File: src/rtl/float_to_pcm_sample_converter_top_macros.svh
// assertion macros used by the float to pcm converter queue
`ifndef FLOAT_TO_PCM_SAMPLE_CONVERTER_TOP_MACROS_SVH
`define FLOAT_TO_PCM_SAMPLE_CONVERTER_TOP_MACROS_SVH

// same-cycle implication, checked on the rising edge outside reset
`define FPCM_ASSERT_IMP(lbl, clk, rst_n, ante, cons) \
    lbl: assert property (@(posedge clk) disable iff (!rst_n) (ante) |-> (cons)) \
        else $error("fpcm assertion failed");

// next-cycle implication
`define FPCM_ASSERT_NXT(lbl, clk, rst_n, ante, cons) \
    lbl: assert property (@(posedge clk) disable iff (!rst_n) (ante) |=> (cons)) \
        else $error("fpcm assertion failed");

`endif

File: src/rtl/fpcm_pkg.sv
// types, codes and rounding helper for the float to pcm converter
package fpcm_pkg;

    typedef enum logic [1:0] {
        FMT_U8  = 2'd0,
        FMT_S16 = 2'd1,
        FMT_S32 = 2'd2,
        FMT_F32 = 2'd3
    } t_fmt;

    typedef struct packed {
        logic [31:0] word;
        logic [1:0]  last_idx;
    } t_queue_item;

    localparam int unsigned ITEM_W = $bits(t_queue_item);

    // round to 24 significant bits, nearest even
    function automatic logic [40:0] rne24(input logic [39:0] q);
        logic [5:0]  pos;
        logic        found;
        logic [5:0]  drop;
        logic [40:0] ulp;
        logic [40:0] mask;
        logic [40:0] base;
        logic        guard;
        logic        rest;
        logic        lsb;
        pos   = 6'd0;
        found = 1'b0;
        for (int j = 24; j < 40; j++) begin
            if (q[j]) begin
                pos   = 6'(j);
                found = 1'b1;
            end
        end
        if (!found) begin
            return {1'b0, q};
        end
        drop  = pos - 6'd23;
        ulp   = 41'd1 << drop;
        mask  = ulp - 41'd1;
        base  = {1'b0, q} & ~mask;
        guard = q[drop - 6'd1];
        rest  = |({1'b0, q} & (mask >> 1));
        lsb   = q[drop];
        return base + ((guard && (rest || lsb)) ? ulp : 41'd0);
    endfunction

endpackage

File: src/rtl/fpcm_front.sv
// front pipeline: clamps the sample and computes the packed output word
module fpcm_front (
    input  logic                 i_clk,
    input  logic                 i_rst_n,
    input  fpcm_pkg::t_fmt       i_fmt,
    input  logic                 i_in_valid,
    output logic                 o_in_ready,
    input  logic [31:0]          i_in_data,
    output logic                 o_push,
    output fpcm_pkg::t_queue_item o_push_item,
    input  logic                 i_queue_full
);
    import fpcm_pkg::*;

    logic        en;
    // stage 1
    logic        r_v1;
    logic [31:0] r_bits1;
    t_fmt        r_fmt1;
    logic [31:0] n_bits1;
    // stage 2
    logic        r_v2;
    logic [31:0] r_bits2;
    t_fmt        r_fmt2;
    logic [27:0] r_t2;
    logic [27:0] n_t2;
    // stage 3
    logic        r_v3;
    logic [31:0] r_bits3;
    t_fmt        r_fmt3;
    logic [39:0] r_prod3;
    logic [42:0] n_prod3;
    // stage 4
    logic        r_v4;
    logic [31:0] r_bits4;
    t_fmt        r_fmt4;
    logic [40:0] r_prnd4;

    assign en         = !(r_v4 && i_queue_full);
    assign o_in_ready = en;

    // nan to zero, clamp to +-1
    always_comb begin
        logic [7:0]  e;
        logic [22:0] f;
        e = i_in_data[30:23];
        f = i_in_data[22:0];
        if (e == 8'hFF && f != 23'd0) begin
            n_bits1 = 32'd0;
        end else if (e > 8'd127 || (e == 8'd127 && f != 23'd0)) begin
            n_bits1 = {i_in_data[31], 8'd127, 23'd0};
        end else begin
            n_bits1 = i_in_data;
        end
    end

    // 1 + s rounded to single precision, fixed point with 26 fraction bits
    always_comb begin
        logic [7:0]  ce;
        logic [23:0] m;
        logic [27:0] a;
        logic        st;
        logic [7:0]  sh;
        logic [27:0] t;
        logic        guard;
        logic        rest;
        logic        lsb;
        ce = r_bits1[30:23];
        m  = (ce != 8'd0) ? {1'b1, r_bits1[22:0]} : 24'd0;
        sh = 8'd124 - ce;
        if (ce >= 8'd124) begin
            a  = {4'd0, m} << (ce - 8'd124);
            st = 1'b0;
        end else if (sh >= 8'd24) begin
            a  = 28'd0;
            st = |m;
        end else begin
            a  = {4'd0, m >> sh};
            st = |(m & ((24'd1 << sh) - 24'd1));
        end
        if (r_bits1[31]) begin
            t = 28'h400_0000 - a - {27'd0, st};
        end else begin
            t = 28'h400_0000 + a;
        end
        if (t[27] || t[26]) begin
            guard = t[2];
            rest  = t[1] | t[0] | st;
            lsb   = t[3];
            n_t2  = {t[27:3], 3'b000} + ((guard && (rest || lsb)) ? 28'd8 : 28'd0);
        end else begin
            guard = t[1];
            rest  = t[0] | st;
            lsb   = t[2];
            n_t2  = {t[27:2], 2'b00} + ((guard && (rest || lsb)) ? 28'd4 : 28'd0);
        end
    end

    // one shared multiplier: (1+s)*255 or mantissa*32767
    always_comb begin
        logic [27:0] ma;
        logic [14:0] mb;
        if (r_fmt2 == FMT_U8) begin
            ma = r_t2;
            mb = 15'd255;
        end else begin
            ma = {4'd0, (r_bits2[30:23] != 8'd0), r_bits2[22:0]};
            mb = 15'd32767;
        end
        n_prod3 = {15'd0, ma} * {28'd0, mb};
    end

    // final integer rounding, saturation and packing
    always_comb begin
        logic [7:0]  ce;
        logic [23:0] m;
        logic [40:0] sum8;
        logic [8:0]  k;
        logic [41:0] mag16;
        logic [15:0] w16;
        logic [7:0]  kk;
        logic [32:0] mag32;
        ce    = r_bits4[30:23];
        m     = (ce != 8'd0) ? {1'b1, r_bits4[22:0]} : 24'd0;
        sum8  = r_prnd4 + (41'd1 << 26);
        k     = 9'd150 - {1'b0, ce};
        mag16 = 42'd0;
        w16   = 16'd0;
        kk    = 8'd119 - ce;
        mag32 = 33'd0;
        o_push_item = '0;
        case (r_fmt4)
            FMT_U8: begin
                o_push_item.word     = {24'd0, (|sum8[40:35]) ? 8'hFF : sum8[34:27]};
                o_push_item.last_idx = 2'd0;
            end
            FMT_S16: begin
                if (ce != 8'd0 && k <= 9'd40) begin
                    mag16 = ({1'b0, r_prnd4} + (42'd1 << (k - 9'd1))) >> k;
                end
                if (r_bits4[31]) begin
                    w16 = (mag16 > 42'd32768) ? 16'h8000 : (~mag16[15:0] + 16'd1);
                end else begin
                    w16 = (mag16 > 42'd32767) ? 16'h7FFF : mag16[15:0];
                end
                o_push_item.word     = {16'd0, w16};
                o_push_item.last_idx = 2'd1;
            end
            FMT_S32: begin
                if (ce >= 8'd119) begin
                    mag32 = {9'd0, m} << (ce - 8'd119);
                end else if (kk <= 8'd24) begin
                    mag32 = ({9'd0, m} + (33'd1 << (kk - 8'd1))) >> kk;
                end
                if (r_bits4[31]) begin
                    o_push_item.word = ~mag32[31:0] + 32'd1;
                end else begin
                    o_push_item.word = (mag32 >= 33'h0_8000_0000) ? 32'h7FFF_FFFF
                                                                 : mag32[31:0];
                end
                o_push_item.last_idx = 2'd3;
            end
            default: begin
                o_push_item.word     = r_bits4;
                o_push_item.last_idx = 2'd3;
            end
        endcase
    end

    assign o_push = r_v4 && !i_queue_full;

    always_ff @(posedge i_clk) begin
        if (!i_rst_n) begin
            r_v1 <= 1'b0;
            r_v2 <= 1'b0;
            r_v3 <= 1'b0;
            r_v4 <= 1'b0;
        end else if (en) begin
            r_v1 <= i_in_valid;
            r_v2 <= r_v1;
            r_v3 <= r_v2;
            r_v4 <= r_v3;
        end
    end

    always_ff @(posedge i_clk) begin
        if (en) begin
            r_bits1 <= n_bits1;
            r_fmt1  <= i_fmt;
            r_bits2 <= r_bits1;
            r_fmt2  <= r_fmt1;
            r_t2    <= n_t2;
            r_bits3 <= r_bits2;
            r_fmt3  <= r_fmt2;
            r_prod3 <= n_prod3[39:0];
            r_bits4 <= r_bits3;
            r_fmt4  <= r_fmt3;
            r_prnd4 <= rne24(r_prod3);
        end
    end

endmodule

File: src/rtl/fpcm_queue.sv
// small queue between the conversion pipeline and the byte serializer
`include "float_to_pcm_sample_converter_top_macros.svh"
module fpcm_queue #(
    parameter int unsigned DEPTH = 4,
    parameter int unsigned WIDTH = 34
) (
    input  logic             i_clk,
    input  logic             i_rst_n,
    input  logic             i_push,
    input  logic [WIDTH-1:0] i_wr_data,
    input  logic             i_pop,
    output logic [WIDTH-1:0] o_rd_data,
    output logic             o_full,
    output logic             o_empty
);
    localparam int unsigned PTR_W = (DEPTH > 1) ? $clog2(DEPTH) : 1;
    localparam int unsigned CNT_W = $clog2(DEPTH + 1);

    logic [WIDTH-1:0] r_mem [DEPTH];
    logic [PTR_W-1:0] r_wr_ptr;
    logic [PTR_W-1:0] r_rd_ptr;
    logic [CNT_W-1:0] r_count;

    assign o_full    = (r_count == CNT_W'(DEPTH));
    assign o_empty   = (r_count == '0);
    assign o_rd_data = r_mem[r_rd_ptr];

    always_ff @(posedge i_clk) begin
        if (!i_rst_n) begin
            r_wr_ptr <= '0;
            r_rd_ptr <= '0;
            r_count  <= '0;
        end else begin
            if (i_push) begin
                r_wr_ptr <= (r_wr_ptr == PTR_W'(DEPTH - 1)) ? '0 : r_wr_ptr + 1'b1;
            end
            if (i_pop) begin
                r_rd_ptr <= (r_rd_ptr == PTR_W'(DEPTH - 1)) ? '0 : r_rd_ptr + 1'b1;
            end
            if (i_push && !i_pop) begin
                r_count <= r_count + 1'b1;
            end else if (i_pop && !i_push) begin
                r_count <= r_count - 1'b1;
            end
        end
    end

    always_ff @(posedge i_clk) begin
        if (i_push) begin
            r_mem[r_wr_ptr] <= i_wr_data;
        end
    end

    `FPCM_ASSERT_IMP(a_no_overrun, i_clk, i_rst_n, i_push, !o_full)
    `FPCM_ASSERT_IMP(a_no_underrun, i_clk, i_rst_n, i_pop, !o_empty)
    `FPCM_ASSERT_NXT(a_count_up, i_clk, i_rst_n, i_push && !i_pop, r_count == $past(r_count) + 1'b1)

endmodule

File: src/rtl/fpcm_back.sv
// back end: sends each queued word as little-endian bytes
module fpcm_back (
    input  logic                  i_clk,
    input  logic                  i_rst_n,
    input  fpcm_pkg::t_queue_item i_item,
    input  logic                  i_empty,
    output logic                  o_pop,
    output logic                  o_tvalid,
    input  logic                  i_tready,
    output logic [7:0]            o_tdata,
    output logic                  o_tlast
);
    import fpcm_pkg::*;

    logic        r_valid;
    logic [31:0] r_word;
    logic [1:0]  r_idx;
    logic [1:0]  r_last_idx;
    logic        is_last;
    logic        load;

    assign is_last = (r_idx == r_last_idx);
    // take a new word when idle or when the final byte's transaction completes
    assign load    = !r_valid || (i_tready && is_last);
    assign o_pop   = load && !i_empty;

    assign o_tvalid = r_valid;
    assign o_tdata  = r_word[{r_idx, 3'b000} +: 8];
    assign o_tlast  = is_last;

    always_ff @(posedge i_clk) begin
        if (!i_rst_n) begin
            r_valid <= 1'b0;
            r_idx   <= 2'd0;
        end else if (load) begin
            r_valid <= !i_empty;
            r_idx   <= 2'd0;
        end else if (i_tready) begin
            r_idx <= r_idx + 2'd1;
        end
    end

    always_ff @(posedge i_clk) begin
        if (o_pop) begin
            r_word     <= i_item.word;
            r_last_idx <= i_item.last_idx;
        end
    end

endmodule

File: src/rtl/float_to_pcm_sample_converter_top.sv
// float32 sample to pcm byte stream converter, top level
// throughput: a sample can be accepted every cycle into the four-stage front pipeline
// while a full queue does not stall it; the byte serializer sets the sustained rate,
// sending 1, 2 or 4 bytes per sample for unsigned 8-bit, signed 16-bit and 32-bit
// or float output
// synchronous active-low reset empties pipeline and queue and sets the format to 16-bit
module float_to_pcm_sample_converter_top #(
    parameter int unsigned QUEUE_DEPTH = 4
) (
    input  logic        i_clk,
    input  logic        i_rst_n,
    input  logic        i_cfg_wr_en,
    input  logic [1:0]  i_cfg_wr_data,
    input  logic        s_axis_tvalid,
    output logic        s_axis_tready,
    input  logic [31:0] s_axis_tdata,   // [31:0] sample_bits
    output logic        m_axis_tvalid,
    input  logic        m_axis_tready,
    output logic [7:0]  m_axis_tdata,   // [7:0] pcm_byte
    output logic        m_axis_tlast
);
    import fpcm_pkg::*;

    t_fmt        r_out_fmt;
    logic        push;
    t_queue_item push_item;
    t_queue_item head_item;
    logic        pop;
    logic        q_full;
    logic        q_empty;

    always_ff @(posedge i_clk) begin
        if (!i_rst_n) begin
            r_out_fmt <= FMT_S16;
        end else if (i_cfg_wr_en) begin
            r_out_fmt <= t_fmt'(i_cfg_wr_data);
        end
    end

    fpcm_front u_front (
        .i_clk        (i_clk),
        .i_rst_n      (i_rst_n),
        .i_fmt        (r_out_fmt),
        .i_in_valid   (s_axis_tvalid),
        .o_in_ready   (s_axis_tready),
        .i_in_data    (s_axis_tdata),
        .o_push       (push),
        .o_push_item  (push_item),
        .i_queue_full (q_full)
    );

    fpcm_queue #(
        .DEPTH (QUEUE_DEPTH),
        .WIDTH (ITEM_W)
    ) u_queue (
        .i_clk     (i_clk),
        .i_rst_n   (i_rst_n),
        .i_push    (push),
        .i_wr_data (push_item),
        .i_pop     (pop),
        .o_rd_data (head_item),
        .o_full    (q_full),
        .o_empty   (q_empty)
    );

    fpcm_back u_back (
        .i_clk    (i_clk),
        .i_rst_n  (i_rst_n),
        .i_item   (head_item),
        .i_empty  (q_empty),
        .o_pop    (pop),
        .o_tvalid (m_axis_tvalid),
        .i_tready (m_axis_tready),
        .o_tdata  (m_axis_tdata),
        .o_tlast  (m_axis_tlast)
    );

endmodule
File: config.mk
export PLATFORM = sky130hd
export DESIGN_NAME = float_to_pcm_sample_converter_top
export DESIGN_NICKNAME = d
export VERILOG_FILES = /design/src/rtl/fpcm_pkg.sv /design/src/rtl/fpcm_front.sv /design/src/rtl/fpcm_queue.sv /design/src/rtl/fpcm_back.sv /design/src/rtl/float_to_pcm_sample_converter_top.sv
export VERILOG_INCLUDE_DIRS = /design/src /design/src/rtl
export SDC_FILE = /design/constraint.sdc
export NUM_CORES = 2
export LEC_CHECK = 0
export BUFFER_PORTS_ARGS = -buffer_cell sky130_fd_sc_hd__buf_2
export CAP_MARGIN = 20
export CORE_MARGIN = 2
export CORE_UTILIZATION = 48
export DETAILED_ROUTE_END_ITERATION = 8
export MAX_ROUTING_LAYER = met4
export SLEW_MARGIN = 20
export SYNTH_ARGS = -nofsm -noshare
export SYNTH_HDL_FRONTEND = slang
export SYNTH_SLANG_ARGS = --single-unit
File: constraint.sdc
create_clock -name i_clk -period 11.9 [get_ports i_clk]
set_clock_uncertainty 0.1 [all_clocks]
set_input_delay 1.785 -clock i_clk [delete_from_list [all_inputs] [get_ports i_clk]]
set_output_delay 1.785 -clock i_clk [all_outputs]
set_load 0.02 [all_outputs]
; Yosys cells after proc, flatten, opt, wreduce, memory -nomap -nowiden
; Memory sizes are Yosys's and may differ from the RTL's. A register that Yosys moved wholly into a read port is not among the register bits.
; Cells that the tools add are included.
[word_totals]
out_inout_bits = 11
in_bits = 39
n_memories = 1
regBits = 261
mem_bits_rw = 136
[classes]
n_bitwise = 10
n_shift = 10
magnitude_cmp = 11
addsub = 27
reduce_logical = 38
mul = 1
eq_ne = 8
n_mux = 74
[mem_list]
columns = name, words, word_bits, read_ports, rd_clocked_by_memory_dff, wr, line
row1 = u_queue.r_mem, 4, 34, 1, 1, 1, fpcm_queue.sv:19  ; logic [WIDTH-1:0] r_mem [DEPTH];
[ops]
columns = op, n
row1 = $mux 41, 3
row2 = $mux 28, 4
row3 = $pmux 34 s3, 1
row4 = $mux 33, 3
row5 = $mux 42, 2
row6 = $mux 24, 3
row7 = $mux 32, 2
row8 = $add 28x28->28, 2
row9 = $mux 6, 9
row10 = $mux 16, 3
row11 = $reduce_or 24->1, 2
row12 = $add 41x42->42, 1
row13 = $gt 42x15->1 const B, 1
row14 = $gt 42x16->1 const B, 1
row15 = $shl 1x9->42 const A, 1
row16 = $shr 42x9->42, 1
row17 = $add 41x27->41 const B, 1
row18 = $add 41x41->41, 1
row19 = $and 40x41->41, 1
row20 = $not 41->41, 1
row21 = $reduce_or 41->1, 1
row22 = $shl 1x6->41 const A, 1
row23 = $sub 41x1->41 const B, 1
row24 = $and 40x40->40, 1
row25 = 62 further kinds, 132

; Depth between registers and ports, before layout
[logic_depth]
ltp_word = 27
depth_mapped = 44
ltp_nobuf = 42

; By module
; From an unflattened synthesis, not the netlist that was laid out.
[hier_totals]
cells_unflattened = 5460
hier_area_um2 = 49623.8
[by_module_without_submodules]
columns = mod, instances, cells_per_inst, area_each_um2
row1 = fpcm_front, 1, 5168, 42748.5
row2 = fpcm_queue, 1, 222, 5412.7
row3 = fpcm_back, 1, 64, 1392.6
row4 = float_to_pcm_sample_converter_top, 1, 6, 70.1

; Least setup slack after synthesis
; OpenSTA, ideal clock, no wires.
[synth_path]
path_kind = reg-to-reg
start = register u_front.r_prod3[25]
end = register u_front.r_prnd4[39] (data pin)
t_required_ns = 11.534
setup_slack_ns = 2.858
stages_incl_launch_ff = 43
path_buffers = 3
t_arrival_ns = 8.676
cell_sequence = edfxtp_1 nand2b_1 a21oi_1 o21bai_1 a21oi_1 o21bai_1 a21oi_1 o21a_1 nor2_1 inv_1 ha_1 or3_1 and2_1 clkbuf_1 o21ai_0 nand2_1 a211o_1 o211a_1 [7 not listed] nor3_1 ha_1 a21o_1 a21o_1 a21o_1 or3_1 and3_1 a221oi_1 a211oi_1 o31a_1 a211oi_1 o21ai_0 a31oi_1 o21bai_1 a311oi_1 o31ai_1 xnor2_1 nor2_1
[synth_via]
elab_chain_cells = 26
word_cells_on_any_way = 51
classes_between = add/sub: 4 / shift: 1 / mux: 40 / bitwise: 3 / reduce/logical: 3
[synth_lines]
columns = element, line
row1 = from (decl), fpcm_front.sv:31  ; logic [39:0] r_prod3;
row2 = from (signal assigned), fpcm_front.sv:195  ; r_prod3 <= n_prod3[39:0];
row3 = $mux 5 (7 in series), fpcm_pkg.sv:32  ; if (q[j]) begin
row4 = $mux 6 (8 in series), fpcm_pkg.sv:32
row5 = $mux 6, fpcm_front.sv:187  ; if (en) begin
row6 = $sub 6x5->6, fpcm_pkg.sv:40  ; drop = pos - 6'd23;
row7 = $shl 1x6->41, fpcm_pkg.sv:41  ; ulp = 41'd1 << drop;
row8 = $sub 41x1->41, fpcm_pkg.sv:42  ; mask = ulp - 41'd1;
row9 = $and 40x40->40, fpcm_pkg.sv:45  ; rest = |({1'b0, q} & (mask >> 1));
row10 = $reduce_or 41->1, fpcm_pkg.sv:45
row11 = $logic_or 1x1->1, fpcm_pkg.sv:47  ; return base + ((guard && (rest || lsb)) ? ulp : 41'd0);
row12 = $logic_and 1x1->1, fpcm_pkg.sv:47
row13 = $mux 41, fpcm_pkg.sv:47
row14 = $add 41x41->41, fpcm_pkg.sv:47
row15 = $mux 41 (*), fpcm_pkg.sv:40
row16 = to (signal assigned), fpcm_front.sv:198  ; r_prnd4 <= rne24(r_prod3);
row17 = to (decl), fpcm_front.sv:37  ; logic [40:0] r_prnd4;
; Every way passes the cells marked *; elsewhere a longest branch is shown, timed or not. The select of a mux whose other input is x is not followed.
; A chain may end at the register's enable or synchronous reset.

; Final worst setup path
[layout_path]
start = register u_front.r_prod3[26]
end = register u_front.r_prnd4[39] (data pin)
[layout_via]
elab_chain_cells = 25
word_cells_on_any_way = 49
classes_between = add/sub: 4 / shift: 1 / mux: 38 / bitwise: 3 / reduce/logical: 3
[layout_lines]
columns = element, line
row1 = $mux 5 (6 in series), fpcm_pkg.sv:32
row2 = $mux 6 (8 in series), fpcm_pkg.sv:32
row3 = $mux 6, fpcm_front.sv:187
row4 = $sub 6x5->6, fpcm_pkg.sv:40
row5 = $shl 1x6->41, fpcm_pkg.sv:41
row6 = $sub 41x1->41, fpcm_pkg.sv:42
row7 = $and 40x40->40, fpcm_pkg.sv:45
row8 = $reduce_or 41->1, fpcm_pkg.sv:45
row9 = $logic_or 1x1->1, fpcm_pkg.sv:47
row10 = $logic_and 1x1->1, fpcm_pkg.sv:47
row11 = $mux 41, fpcm_pkg.sv:47
row12 = $add 41x41->41, fpcm_pkg.sv:47
row13 = $mux 41 (*), fpcm_pkg.sv:40
; Marked as above.

==> flow_summary.ini <==
[synthesis]
synth_common_cells = nor2_1, nand2_1, edfxtp_1
yosysSeqAreaShare = 0.262
synthDistinctLibCells = 127
ys.flop_type = edfxtp_1
synth_top_cell_by_area = edfxtp_1
synth_cells = 5356
synth-seq-cells = 429
synth_area_leaders = edfxtp_1, fa_1, ha_1, mux4_2, nor2_1
synth_edf_count = 413
yosys_warnings = 0
synth_top_area_share = 0.255
synth_area_sq_um = 48600
async_flop_share = 0
yosysMostFrequentCell = nor2_1
syn_avg_cell_area_sq_um = 9.08

[place]
io_buffers = 49
post-place-ws_ns = 1.65
hpwl_microns = 133000
dpl_cell_area_sq_um = 50400
placedCellCount = 6617
gp_congestion = 1.06

[finish]
final_cells = 6709
drive_gt1_frac = 0.0924
final_nets = 5884
fillerInstances = 9480
final_area_sq_um = 52000
syn_to_final_growth_pct = 7.03
final_util = 0.519

[clocking]
h-tree-depth = 2
post_cts_resized = 0
cts_buffers = 47
clock_sinks = 429
cts_tree = yes
clkTransAtPathRegs_ns = 0.07
cts_hold_buf = 0
cts_buffer_depth = 3
root_buffer = clkbuf_16
cts_setup_buffers = 0
clk_latency_ns = 0.62

[flow_run]
maxCapViolations = 0

[timing]
fmax_ghz = 0.0959
rsz0062_at_grt = false
hold-worst-slack_ns = 0.318
slew_violations = 0
slew_headroom = 0.257
worstMarginPinSlew_ns = 1.10
timing.setup.tns_ns = 0
finalSetupViolations = 0
finalCritPeriodShare = 0.876
fin_ws_ns = 1.47
finalHoldViolCount = 0
fin_crit_ns = 10.43

[detailed_routing]
drt-wirelength-per-cell_microns = 25.5
drt_iter0_markers = 5126
vias_per_cell = 6.47
wirelength_microns = 171000
ant_nets = 0
vias = 43400
drt-pass1-iter-count = 6
post-route-drc-count = 0

[min_path]
hold_class = reg -> reg
hold_depth = 0

[power]
combinationalPowerShare = 0.738
power.leakage_nw = 20.6
peakVddDrop_mv = 0.542
power_switching_mw = 8.36
seqPwrFrac = 0.174
p_per_area_nw_per_um2 = 330
total_power_mw = 17.2
cell_internal_pwr_mw = 8.79
pwr-share-clk = 0.088
netSwitchingFraction = 0.488

[worst_setup_path]
cp_max_fo = 14
endpoint_kind = register
ff2ff_path_depth = 41
arrival_ns = 10.67
crit_top_cell = a21oi_1
crit_type = reg -> reg
required_ns = 12.14
critical-path-slowest-cell = nor3_2
cpPeakStageDelay_ns = 0.69
worst_setup_path_start_kind = register

[grt]
grt_max_degree = 111
grt_first_pass_wirelength_microns = 259000
antenna_found_initial = 5
globalRouteOverflowTotal = 0
grt_pass1_vias = 41000
groute.usage.overall = 0.336

[run_status]
status = finished clean

[floorplan]
dieHeight_microns = 322
io_pins = 50
die_area_sq_um = 104000
die_w_microns = 322
core_sq_um = 100000
start_util = 0.485
row_count = 116
## critical path: cells and delay by family (launching register included)
kind / cells / cell delay (ns)
and+or+nand+nor: 8 / 1.50
adders and majority gates: 3 / 0.94
AOI/OAI and AO/OA: 25 / 6.16
xor gates and xnor gates: 2 / 0.42
buffers and inverters: 3 / 0.51
DFF: 1 / 0.50
## power by group through the flow
stage	registers, mW	logic [mW]	clock network (mW)
3_5_place_dp	2.99	12.6	0
4_1_cts	2.96	12.7	1.54
6_report	2.98	12.7	1.51
3_3_place_gp	2.99	12.5	0
2_1_floorplan	2.71	9.85	0
5_1_grt	2.99	14.3	1.59
## path summary, 6_finish.rpt
check	start	end	slack (ns)
hold reg to reg	u_front.r_bits2[31]	u_front.r_bits3[31]	0.32
setup reg to reg	u_front.r_prod3[26]	u_front.r_prnd4[39]	1.47
hold / removal	u_front.r_bits2[31]	u_front.r_bits3[31]	0.32
setup / recovery	u_front.r_prod3[26]	u_front.r_prnd4[39]	1.47
## placed cells by master (no fill, tap or decap), types with 23 or more instances in the layout
cell type,n
nor2b_1,56
a221oi_1,24
clkbuf_16,47
a21o_1,87
buf_4,85
o31ai_1,41
o22ai_1,58
xor2_1,79
mux2_2,29
nor2_1,504
nor4_1,63
mux4_2,90
a211oi_1,73
a22oi_1,36
mux2i_1,85
buf_2,50
or2_2,31
inv_1,350
o21ai_1,23
o211ai_1,65
ha_1,249
nand2_1,490
and3_1,60
or3_1,46
o21bai_1,25
fa_1,285
xnor2_1,135
nand3_1,130
edfxtp_1,413
nand4_1,49
nand2b_1,43
conb_1,32
o21ai_0,227
and2_1,122
o221ai_1,27
a21oi_1,309
nor3_1,173
o21a_1,53
a31oi_1,61
## sequential cells by signal (all words and copies together), names as in the netlist, 2 cells and up
name,count
r_out_fmt,2
u_back.r_last_idx,2
u_front.r_prnd4,41
u_queue.r_rd_ptr,2
u_queue.r_wr_ptr,2
u_back.r_word,32
u_front.r_bits4,32
u_queue.r_count,3
u_front.r_bits2,32
u_front.r_bits3,32
u_front.r_fmt2,2
u_queue.r_mem,136
u_front.r_t2,26
u_front.r_bits1,32
u_front.r_fmt3,2
u_front.r_fmt4,2
u_front.r_fmt1,2
u_front.r_prod3,40
u_back.r_idx,2
## cells by family (layout without fill, tap and decap cells)
logic type / count (synthesis) / after routing / share of synthesized area
compound gates: 1454 / 1454 / 0.210
xor+xnor: 223 / 223 / 0.0403
fa+ha+maj: 535 / 535 / 0.182
buf+inv: 619 / 582 / 0.0502
flops: 429 / 429 / 0.262
mux: 205 / 205 / 0.0662
other cells: 2 / 35 / 0.000154
simple gates: 1889 / 1889 / 0.190
## routing by layer
metal / part of all wire / GRT usage
met3: 0.087 / 0.0508
met2: 0.44 / 0.498
met1: 0.44 / 0.474
met5: 0 / -
met4: 0.034 / 0.102
## cell type report
class	count	area, sq um	share of cell area
clock buffer	57	1240	0.0239
sequential	429	12700	0.245
inverter	357	1350	0.0259
clock inverter	31	378	0.00726
timing repair buffer	137	928	0.0178
antenna	3	7.51	0.000144
multi-input combinational	4338	33700	0.648
tap	1357	1700	0.0326
Note: power is estimated with default switching activity, not from simulation.
